$ cat config.mk
export PLATFORM = sky130hd
export DESIGN_NAME = round_robin_thread_table_top_flat
export DESIGN_NICKNAME = d
export VERILOG_FILES = /design/src/rtl/rrtt_pkg.sv /design/src/rtl/rrtt_if.sv /design/src/rtl/rrtt_ctrl.sv /design/src/rtl/rrtt_datapath.sv /design/src/rtl/round_robin_thread_table_top.sv /design/src/flat_wrapper.sv
export SDC_FILE = /design/constraint.sdc
export NUM_CORES = 1
export LEC_CHECK = 0
export BUFFER_PORTS_ARGS = -buffer_cell sky130_fd_sc_hd__buf_4
export CAP_MARGIN = 20
export CORE_UTILIZATION = 55
export CTS_CLUSTER_DIAMETER = 40
export CTS_CLUSTER_SIZE = 8
export DETAILED_ROUTE_END_ITERATION = 6
export GPL_TIMING_DRIVEN = 1
export HOLD_SLACK_MARGIN = 0.05
export PLACE_DENSITY = 0.7
export SETUP_SLACK_MARGIN = 0.2
export SYNTH_ARGS = -nofsm -noshare
export SYNTH_HDL_FRONTEND = slang
export SYNTH_HIERARCHICAL = 1
export SYNTH_SLANG_ARGS = --single-unit
$ cat constraint.sdc
create_clock -name clock -period 10.68 [get_ports clock]
set_input_delay 0.534 -clock clock [delete_from_list [all_inputs] [get_ports clock]]
set_output_delay 0.534 -clock clock [all_outputs]
set_load 0.1 [all_outputs]
$ cat src/rtl/rrtt_pkg.sv
`timescale 1ns / 1ps

package rrtt_pkg;

   localparam int SLOTS    = 16;
   localparam int SLOT_W   = (SLOTS > 1) ? $clog2(SLOTS) : 1;
   localparam int ID_W     = 4;
   localparam int OP_W     = 2;
   localparam int STATUS_W = 3;

   typedef enum logic [1:0] {
      SLOT_FREE     = 2'd0,
      SLOT_RUNNING  = 2'd1,
      SLOT_RUNNABLE = 2'd2,
      SLOT_EXITED   = 2'd3
   } slot_state_type;

   typedef enum logic [OP_W-1:0] {
      OP_CREATE = 2'd0,
      OP_YIELD  = 2'd1,
      OP_EXIT   = 2'd2,
      OP_JOIN   = 2'd3
   } op_type;

   typedef enum logic [STATUS_W-1:0] {
      RSP_OK       = 3'd0,
      RSP_FULL     = 3'd1,
      RSP_NOSUCH   = 3'd2,
      RSP_NOTCHILD = 3'd3,
      RSP_WAITING  = 3'd4,
      RSP_HALT     = 3'd5
   } rsp_status_type;

   typedef enum logic {
      CTRL_IDLE = 1'b0,
      CTRL_EXEC = 1'b1
   } ctrl_state_type;

   typedef struct packed {
      logic capture;
      logic execute;
   } rrtt_cmd_type;

   // sum is below twice SLOTS: one compare and subtract
   function automatic logic [SLOT_W-1:0] wrap_slot(input logic [SLOT_W:0] sum);
      logic [SLOT_W:0] res;
      res = sum;
      if (sum >= (SLOT_W+1)'(SLOTS)) begin
         res = sum - (SLOT_W+1)'(SLOTS);
      end
      return res[SLOT_W-1:0];
   endfunction

endpackage

$ cat src/rtl/rrtt_if.sv
`timescale 1ns / 1ps

interface rrtt_req_if;
   logic                         valid;
   logic                         ready;
   logic [rrtt_pkg::OP_W-1:0]    operation;
   logic [rrtt_pkg::ID_W-1:0]    target_id;

   modport source (output valid, output operation, output target_id, input ready);
   modport sink   (input valid, input operation, input target_id, output ready);
endinterface

interface rrtt_rsp_if;
   logic                          valid;
   logic                          ready;
   logic [rrtt_pkg::STATUS_W-1:0] status;
   logic [rrtt_pkg::ID_W-1:0]     created_id;
   logic [rrtt_pkg::ID_W-1:0]     running_id;
   logic                          switched;

   modport source (output valid, output status, output created_id, output running_id,
                   output switched, input ready);
   modport sink   (input valid, input status, input created_id, input running_id,
                   input switched, output ready);
endinterface

$ cat src/rtl/rrtt_ctrl.sv
`timescale 1ns / 1ps

module rrtt_ctrl (
   input  logic                   clock,
   input  logic                   reset,
   input  logic                   req_valid,
   output logic                   req_ready,
   output logic                   rsp_valid,
   input  logic                   rsp_ready,
   output rrtt_pkg::rrtt_cmd_type cmd
);
   import rrtt_pkg::*;

   ctrl_state_type state_ff, state_in;
   logic           out_valid_ff, out_valid_in;
   logic           req_fire;

   always_ff @(posedge clock) begin
      if (reset) begin
         state_ff     <= CTRL_IDLE;
         out_valid_ff <= 1'b0;
      end else begin
         state_ff     <= state_in;
         out_valid_ff <= out_valid_in;
      end
   end

   always_comb begin
      state_in    = state_ff;
      req_ready   = 1'b0;
      cmd.capture = 1'b0;
      cmd.execute = 1'b0;
      unique case (state_ff)
         CTRL_IDLE: begin
            req_ready = !out_valid_ff || rsp_ready;
            if (req_valid && req_ready) begin
               cmd.capture = 1'b1;
               state_in    = CTRL_EXEC;
            end
         end
         CTRL_EXEC: begin
            cmd.execute = 1'b1;
            state_in    = CTRL_IDLE;
         end
      endcase
   end

   assign req_fire = req_valid && req_ready;

   always_comb begin
      out_valid_in = out_valid_ff;
      if (cmd.execute) begin
         out_valid_in = 1'b1;
      end else if (out_valid_ff && rsp_ready) begin
         out_valid_in = 1'b0;
      end
   end

   assign rsp_valid = out_valid_ff;

   a_fire_exec: assert property (@(posedge clock) disable iff (reset)
      req_fire |=> state_ff == CTRL_EXEC)
      else $error("request accepted without execute cycle");

   a_exec_slot_free: assert property (@(posedge clock) disable iff (reset)
      state_ff == CTRL_EXEC |-> !out_valid_ff)
      else $error("execute with response register occupied");

   a_exec_result: assert property (@(posedge clock) disable iff (reset)
      state_ff == CTRL_EXEC |=> out_valid_ff)
      else $error("execute did not load a response");

   a_exec_no_accept: assert property (@(posedge clock) disable iff (reset)
      state_ff == CTRL_EXEC |-> !req_ready)
      else $error("request accepted during execute");

endmodule

$ cat src/rtl/rrtt_datapath.sv
`timescale 1ns / 1ps

module rrtt_datapath (
   input  logic                          clock,
   input  logic                          reset,
   input  rrtt_pkg::rrtt_cmd_type        cmd,
   input  logic [rrtt_pkg::OP_W-1:0]     req_operation,
   input  logic [rrtt_pkg::ID_W-1:0]     req_target_id,
   output logic [rrtt_pkg::STATUS_W-1:0] rsp_status,
   output logic [rrtt_pkg::ID_W-1:0]     rsp_created_id,
   output logic [rrtt_pkg::ID_W-1:0]     rsp_running_id,
   output logic                          rsp_switched
);
   import rrtt_pkg::*;

   slot_state_type    slot_ff   [SLOTS];
   slot_state_type    slot_in   [SLOTS];
   logic [SLOT_W-1:0] parent_ff [SLOTS];
   logic [SLOT_W-1:0] parent_in [SLOTS];
   logic [SLOT_W-1:0] cur_ff, cur_in;

   logic [OP_W-1:0]   op_ff;
   logic [ID_W-1:0]   tgt_ff;

   logic [STATUS_W-1:0] status_ff;
   logic [ID_W-1:0]     created_ff;
   logic [ID_W-1:0]     running_ff;
   logic                switched_ff;

   logic [SLOTS-1:0]  runnable;
   logic [SLOTS-2:0]  rot;
   logic              rr_found;
   logic [SLOT_W-1:0] rr_idx;
   logic              free_found;
   logic [SLOT_W-1:0] free_idx;
   logic              alive_other;
   slot_state_type    cur_state;
   logic              tgt_ok;
   logic [SLOT_W-1:0] tgt_idx;
   rsp_status_type    status;
   logic [SLOT_W-1:0] created;

   // hold the request
   always_ff @(posedge clock) begin
      if (reset) begin
         op_ff  <= OP_CREATE;
         tgt_ff <= '0;
      end else if (cmd.capture) begin
         op_ff  <= req_operation;
         tgt_ff <= req_target_id;
      end
   end

   always_ff @(posedge clock) begin
      if (reset) begin
         for (int i = 0; i < SLOTS; i++) begin
            slot_ff[i]   <= (i == 0) ? SLOT_RUNNING : SLOT_FREE;
            parent_ff[i] <= '0;
         end
         cur_ff <= '0;
      end else if (cmd.execute) begin
         slot_ff   <= slot_in;
         parent_ff <= parent_in;
         cur_ff    <= cur_in;
      end
   end

   always_ff @(posedge clock) begin
      if (cmd.execute) begin
         status_ff   <= status;
         created_ff  <= ID_W'(created);
         running_ff  <= ID_W'(cur_in);
         switched_ff <= (cur_in != cur_ff);
      end
   end

   always_comb begin
      for (int i = 0; i < SLOTS; i++) begin
         runnable[i] = (slot_ff[i] == SLOT_RUNNABLE);
      end
      for (int i = 0; i < SLOTS - 1; i++) begin
         rot[i] = runnable[wrap_slot((SLOT_W+1)'(cur_ff) + (SLOT_W+1)'(i + 1))];
      end
   end

   // first runnable slot after the current one
   always_comb begin
      rr_found = 1'b0;
      rr_idx   = '0;
      for (int i = SLOTS - 2; i >= 0; i--) begin
         if (rot[i]) begin
            rr_found = 1'b1;
            rr_idx   = wrap_slot((SLOT_W+1)'(cur_ff) + (SLOT_W+1)'(i + 1));
         end
      end
   end

   always_comb begin
      free_found  = 1'b0;
      free_idx    = '0;
      alive_other = 1'b0;
      for (int i = SLOTS - 1; i >= 0; i--) begin
         if (slot_ff[i] == SLOT_FREE) begin
            free_found = 1'b1;
            free_idx   = SLOT_W'(i);
         end
         if (SLOT_W'(i) != cur_ff &&
             (slot_ff[i] == SLOT_RUNNING || slot_ff[i] == SLOT_RUNNABLE)) begin
            alive_other = 1'b1;
         end
      end
   end

   assign cur_state = slot_ff[cur_ff];
   assign tgt_ok    = (32'(tgt_ff) < 32'(SLOTS));
   assign tgt_idx   = SLOT_W'(tgt_ff);

   always_comb begin
      slot_in   = slot_ff;
      parent_in = parent_ff;
      cur_in    = cur_ff;
      status    = RSP_OK;
      created   = '0;
      unique case (op_type'(op_ff))
         OP_CREATE: begin
            if (free_found) begin
               parent_in[free_idx] = cur_ff;
               slot_in[free_idx]   = SLOT_RUNNABLE;
               created             = free_idx;
            end else begin
               status = RSP_FULL;
            end
         end
         OP_YIELD: begin
            if (rr_found) begin
               if (cur_state == SLOT_RUNNING) begin
                  slot_in[cur_ff] = SLOT_RUNNABLE;
               end
               slot_in[rr_idx] = SLOT_RUNNING;
               cur_in          = rr_idx;
            end else if (cur_state == SLOT_RUNNING || cur_state == SLOT_RUNNABLE) begin
               slot_in[cur_ff] = SLOT_RUNNING;
            end else begin
               status = RSP_HALT;
            end
         end
         OP_EXIT: begin
            slot_in[cur_ff] = SLOT_EXITED;
            if (alive_other && rr_found) begin
               slot_in[rr_idx] = SLOT_RUNNING;
               cur_in          = rr_idx;
            end else begin
               status = RSP_HALT;
            end
         end
         OP_JOIN: begin
            if (!tgt_ok || slot_ff[tgt_idx] == SLOT_FREE) begin
               status = RSP_NOSUCH;
            end else if (parent_ff[tgt_idx] != cur_ff) begin
               status = RSP_NOTCHILD;
            end else if (slot_ff[tgt_idx] == SLOT_EXITED) begin
               slot_in[tgt_idx] = SLOT_FREE;
            end else if (rr_found) begin
               if (cur_state == SLOT_RUNNING) begin
                  slot_in[cur_ff] = SLOT_RUNNABLE;
               end
               slot_in[rr_idx] = SLOT_RUNNING;
               cur_in          = rr_idx;
               status          = RSP_WAITING;
            end else if (cur_state == SLOT_RUNNING || cur_state == SLOT_RUNNABLE) begin
               slot_in[cur_ff] = SLOT_RUNNING;
               status          = RSP_WAITING;
            end else begin
               status = RSP_HALT;
            end
         end
      endcase
   end

   assign rsp_status     = status_ff;
   assign rsp_created_id = created_ff;
   assign rsp_running_id = running_ff;
   assign rsp_switched   = switched_ff;

endmodule

$ cat src/rtl/round_robin_thread_table_top.sv
`timescale 1ns / 1ps

// Round-robin thread table: slot states, parent ids and the running thread id.
// Channels: req carries operation (create, yield, exit, join) and target_id;
// rsp returns status, created_id, running_id and switched, one per request.
// A request and a response move when valid and ready are both high.
// Timing: an accepted request is executed in the following cycle, which loads its
// response into the output register. The execute cycle does the lowest-free and
// round-robin runnable searches over all slots in one step; req.ready is low
// during it, so no new request is accepted until it is done.
// Reset (synchronous, active high): slot 0 running and current, all other
// slots free, all parent ids zero, no response pending.
// Stall: a waiting response is held in the output register; the next request
// is still accepted in the cycle the response is taken, otherwise req.ready
// stays low until rsp.ready drains the register.
module round_robin_thread_table_top (
   input logic      clock,
   input logic      reset,
   rrtt_req_if.sink   req,
   rrtt_rsp_if.source rsp
);
   import rrtt_pkg::*;

   rrtt_cmd_type cmd;

   rrtt_ctrl u_ctrl (
      .clock     (clock),
      .reset     (reset),
      .req_valid (req.valid),
      .req_ready (req.ready),
      .rsp_valid (rsp.valid),
      .rsp_ready (rsp.ready),
      .cmd       (cmd)
   );

   rrtt_datapath u_datapath (
      .clock          (clock),
      .reset          (reset),
      .cmd            (cmd),
      .req_operation  (req.operation),
      .req_target_id  (req.target_id),
      .rsp_status     (rsp.status),
      .rsp_created_id (rsp.created_id),
      .rsp_running_id (rsp.running_id),
      .rsp_switched   (rsp.switched)
   );

endmodule

$ cat src/flat_wrapper.sv
// flat-port wrapper written by rule: the top's interface ports become plain ports
module round_robin_thread_table_top_flat import rrtt_pkg::*;
  (clock, reset, req_valid, req_operation, req_target_id, req_ready, rsp_valid, rsp_status, rsp_created_id, rsp_running_id, rsp_switched, rsp_ready);
  rrtt_req_if req_i ();
  rrtt_rsp_if rsp_i ();
  input logic clock;
  input logic reset;
  input wire logic [$bits(req_i.valid)-1:0] req_valid;
  input wire logic [$bits(req_i.operation)-1:0] req_operation;
  input wire logic [$bits(req_i.target_id)-1:0] req_target_id;
  output wire logic [$bits(req_i.ready)-1:0] req_ready;
  output wire logic [$bits(rsp_i.valid)-1:0] rsp_valid;
  output wire logic [$bits(rsp_i.status)-1:0] rsp_status;
  output wire logic [$bits(rsp_i.created_id)-1:0] rsp_created_id;
  output wire logic [$bits(rsp_i.running_id)-1:0] rsp_running_id;
  output wire logic [$bits(rsp_i.switched)-1:0] rsp_switched;
  input wire logic [$bits(rsp_i.ready)-1:0] rsp_ready;
  assign req_i.valid = req_valid;
  assign req_i.operation = req_operation;
  assign req_i.target_id = req_target_id;
  assign req_ready = req_i.ready;
  assign rsp_valid = rsp_i.valid;
  assign rsp_status = rsp_i.status;
  assign rsp_created_id = rsp_i.created_id;
  assign rsp_running_id = rsp_i.running_id;
  assign rsp_switched = rsp_i.switched;
  assign rsp_i.ready = rsp_ready;
  round_robin_thread_table_top u_core (.clock(clock), .reset(reset), .req(req_i), .rsp(rsp_i));
endmodule
==> qor.csv <==
metric;value;unit
grt_setup_unrepaired;no;
synth_cells;1436;
cp-start-kind;flop;
die-area;21100;um2
grt_pass1_vias;10900;
min_path_cells;3;
clockBufferDepth;2;
power_density;166;nW/um2
instances_no_fill;1687;
finalMaxSlewViolations;0;
postPlaceCellArea;11600;um2
num_vias;12200;
synth_most_common_cell;nor2_1;
synth_top_area_share;19.2;%
cts_setup_buffers;0;
finalSetupViolations;0;
arrival;6.60;ns
finalSetupTns;0;ns
n_antenna_cell;0;
drive_gt1_share;13.1;%
critical_path.max_stage_delay;1.05;ns
ys_seq_elements;120;
synth_seq_area_share;22.3;%
netlist.top_cell.by_area;dfxtp_1;
timing.fmax;159;MHz
synth_nets;1509;
grt_max_degree;87;
worstMarginPinSlew;1.18;ns
htree_num_levels;4;
die_h;145;um
period_share;59.0;%
cpMaxStageDelayCell;nor4_4;
synth-edff-count;12;
dp.cells;1654;
syn_area_per_cell;7.86;um2
ys_top_cells_by_area;dfxtp_1, mux4_2, a21oi_1;
synth.distinct_cells;93;
gp_congestion;1.03;
ys_warn_count;6;
drt_iter0_drc;1870;
path_clk_slew;0.07;ns
routedWlPerCell;26.5;um
nets;1477;
cts_made_buffers;17;
ios;24;
p_leak;4.27;nW
root_buffer;clkbuf_16;
hold_path.class;input pin to flop;
whs;0.333;ns
finalHoldViolCount;0;
required;10.98;ns
slew_headroom;20.4;%
start_util;56.0;%
synth_common_cells;nor2_1, a21oi_1, nand2_1, dfxtp_1, o21ai_0;
cap_violations;0;
drtPass1Iterations;6;
design_area;12100;um2
ctsResizeCount;0;
end_kind;flop;
grt_overflow_total;0;
crit_type;flop to flop;
coreArea;20200;um2
portBuffers;23;
wl;44700;um
async_flop_share;0;%
clock_skew;0.0131;ns
peakVddDrop;0.0000954;V
ff2ff_path_depth;12;
synth_ff_type;dfxtp_1;
syn-cell-area;11300;um2
area_growth;7.20;%
dieWidth;145;um
fin_crit;6.30;ns
status;completed;
drtAntennaViolNets;0;
gr-usage-all-layers;42.2;%
cts_hold_buf;0;
path_max_fanout;26;
grt_pass1_wl;67400;um
drc_errors;0;
rows;52;
dp_hpwl;31600;um
clock_latency;0.44;ns
vias_per_cell;7.23;
cts_sinks;120;
final_core_util;60.0;%
tritoncts;built;
antenna_found_initial;0;
worstPathCellList;inv_1, ha_1, mux2_1, mux4_2, mux2i_1, nand2_2, nor4_4, nand2b_1, o2111ai_1, o21ai_1, a221oi_1, a311oi_1;
-- path summary, 6_finish.rpt --
kind | start | endpoint | slack [ns]
min | req_operation[1] | u_core/u_datapath/op_ff[1] | 0.33
min reg2reg | u_core/u_datapath/parent_ff[38] | u_core/u_datapath/parent_ff[38] | 0.45
max reg2reg | u_core/u_datapath/cur_ff[0] | u_core/u_datapath/slot_ff[13] | 4.38
max | u_core/u_datapath/cur_ff[0] | u_core/u_datapath/slot_ff[13] | 4.38
-- layout by cell type, fill, tap and decap left out, types with 10 or more instances in the layout --
| cell type | count |
|---|---|
| inv_1 | 49 |
| a21oi_1 | 166 |
| a211oi_1 | 19 |
| a22oi_1 | 10 |
| dfxtp_1 | 104 |
| a31oi_1 | 20 |
| o221ai_1 | 11 |
| ha_1 | 63 |
| xnor2_1 | 10 |
| mux2i_1 | 33 |
| mux4_2 | 59 |
| o21ai_1 | 14 |
| nor3_1 | 22 |
| buf_4 | 45 |
| mux2_2 | 13 |
| nor2_1 | 203 |
| nand2_1 | 129 |
| edfxtp_1 | 12 |
| and2_1 | 13 |
| nand3_1 | 48 |
| clkbuf_16 | 17 |
| o21ai_0 | 96 |
| nor2b_1 | 12 |
| a21o_1 | 16 |
| a311oi_1 | 11 |
| nand2b_1 | 14 |
-- worst max-delay path: cells and delay by family (launching register included) --
family | cells | cell delay (ns)
DFF | 1 | 0.49
AOI/OAI and AO/OA | 4 | 0.97
muxes | 3 | 1.59
buffers and inverters | 1 | 0.10
and+or+nand+nor | 3 | 2.05
adders and majority gates | 1 | 0.95
-- registers in the layout, summed over array words and instances (netlist names) --
name	count
u_core/u_datapath/op_ff	2
u_core/u_datapath/slot_ff	32
u_core/u_datapath/parent_ff	64
u_core/u_datapath/rsp_created_id	4
u_core/u_ctrl/rsp_valid	1
u_core/u_datapath/rsp_switched	1
u_core/u_ctrl/state_ff	1
u_core/u_datapath/rsp_running_id	4
u_core/u_datapath/cur_ff	4
u_core/u_datapath/rsp_status	3
u_core/u_datapath/tgt_ff	4
-- through the flow --
step	total power, mW	setup slack, ns
after floorplan	1.13	5.57
after global placement	1.41	4.64
after detailed placement	1.41	4.63
after CTS	1.96	4.59
after global routing	2.06	4.13
final	2.00	4.38
-- logic make-up (layout without fill, tap and decap cells) --
| group | after synthesis | count (layout) | synth area share [%] |
|---|---|---|---|
| AOI/OAI and AO/OA | 469 | 469 | 26.2 |
| adders and majority gates | 63 | 63 | 6.98 |
| buffers and inverters | 153 | 134 | 5.59 |
| DFF | 120 | 120 | 22.3 |
| xor gates and xnor gates | 17 | 17 | 1.65 |
| muxes | 116 | 116 | 17.3 |
| and+or+nand+nor | 498 | 498 | 19.9 |
-- power breakdown --
group	internal (mW)	switching, mW
Clock	0.301	0.247
Combinational	0.273	0.667
Sequential	0.476	0.0411
-- per-layer routing --
metal | GRT usage [%] | vias up | routed length, um
met1 | 56.9 | 5752 | 17100
li1 | - | 5263 | -
met3 | 10.1 | 201 | 5870
met4 | 23.1 | 0 | 2790
met5 | 0 | - | 0
met2 | 62.0 | 983 | 18900
-- cell type report --
type	instances	area (um2)
clock inverter	15	118
fill	1859	8070
clock buffer	17	425
inverter	56	210
sequential	120	2530
tap	270	338
timing repair buffer	46	343
multi-input combinational	1163	8140
Power figures use the tool's default switching activity.
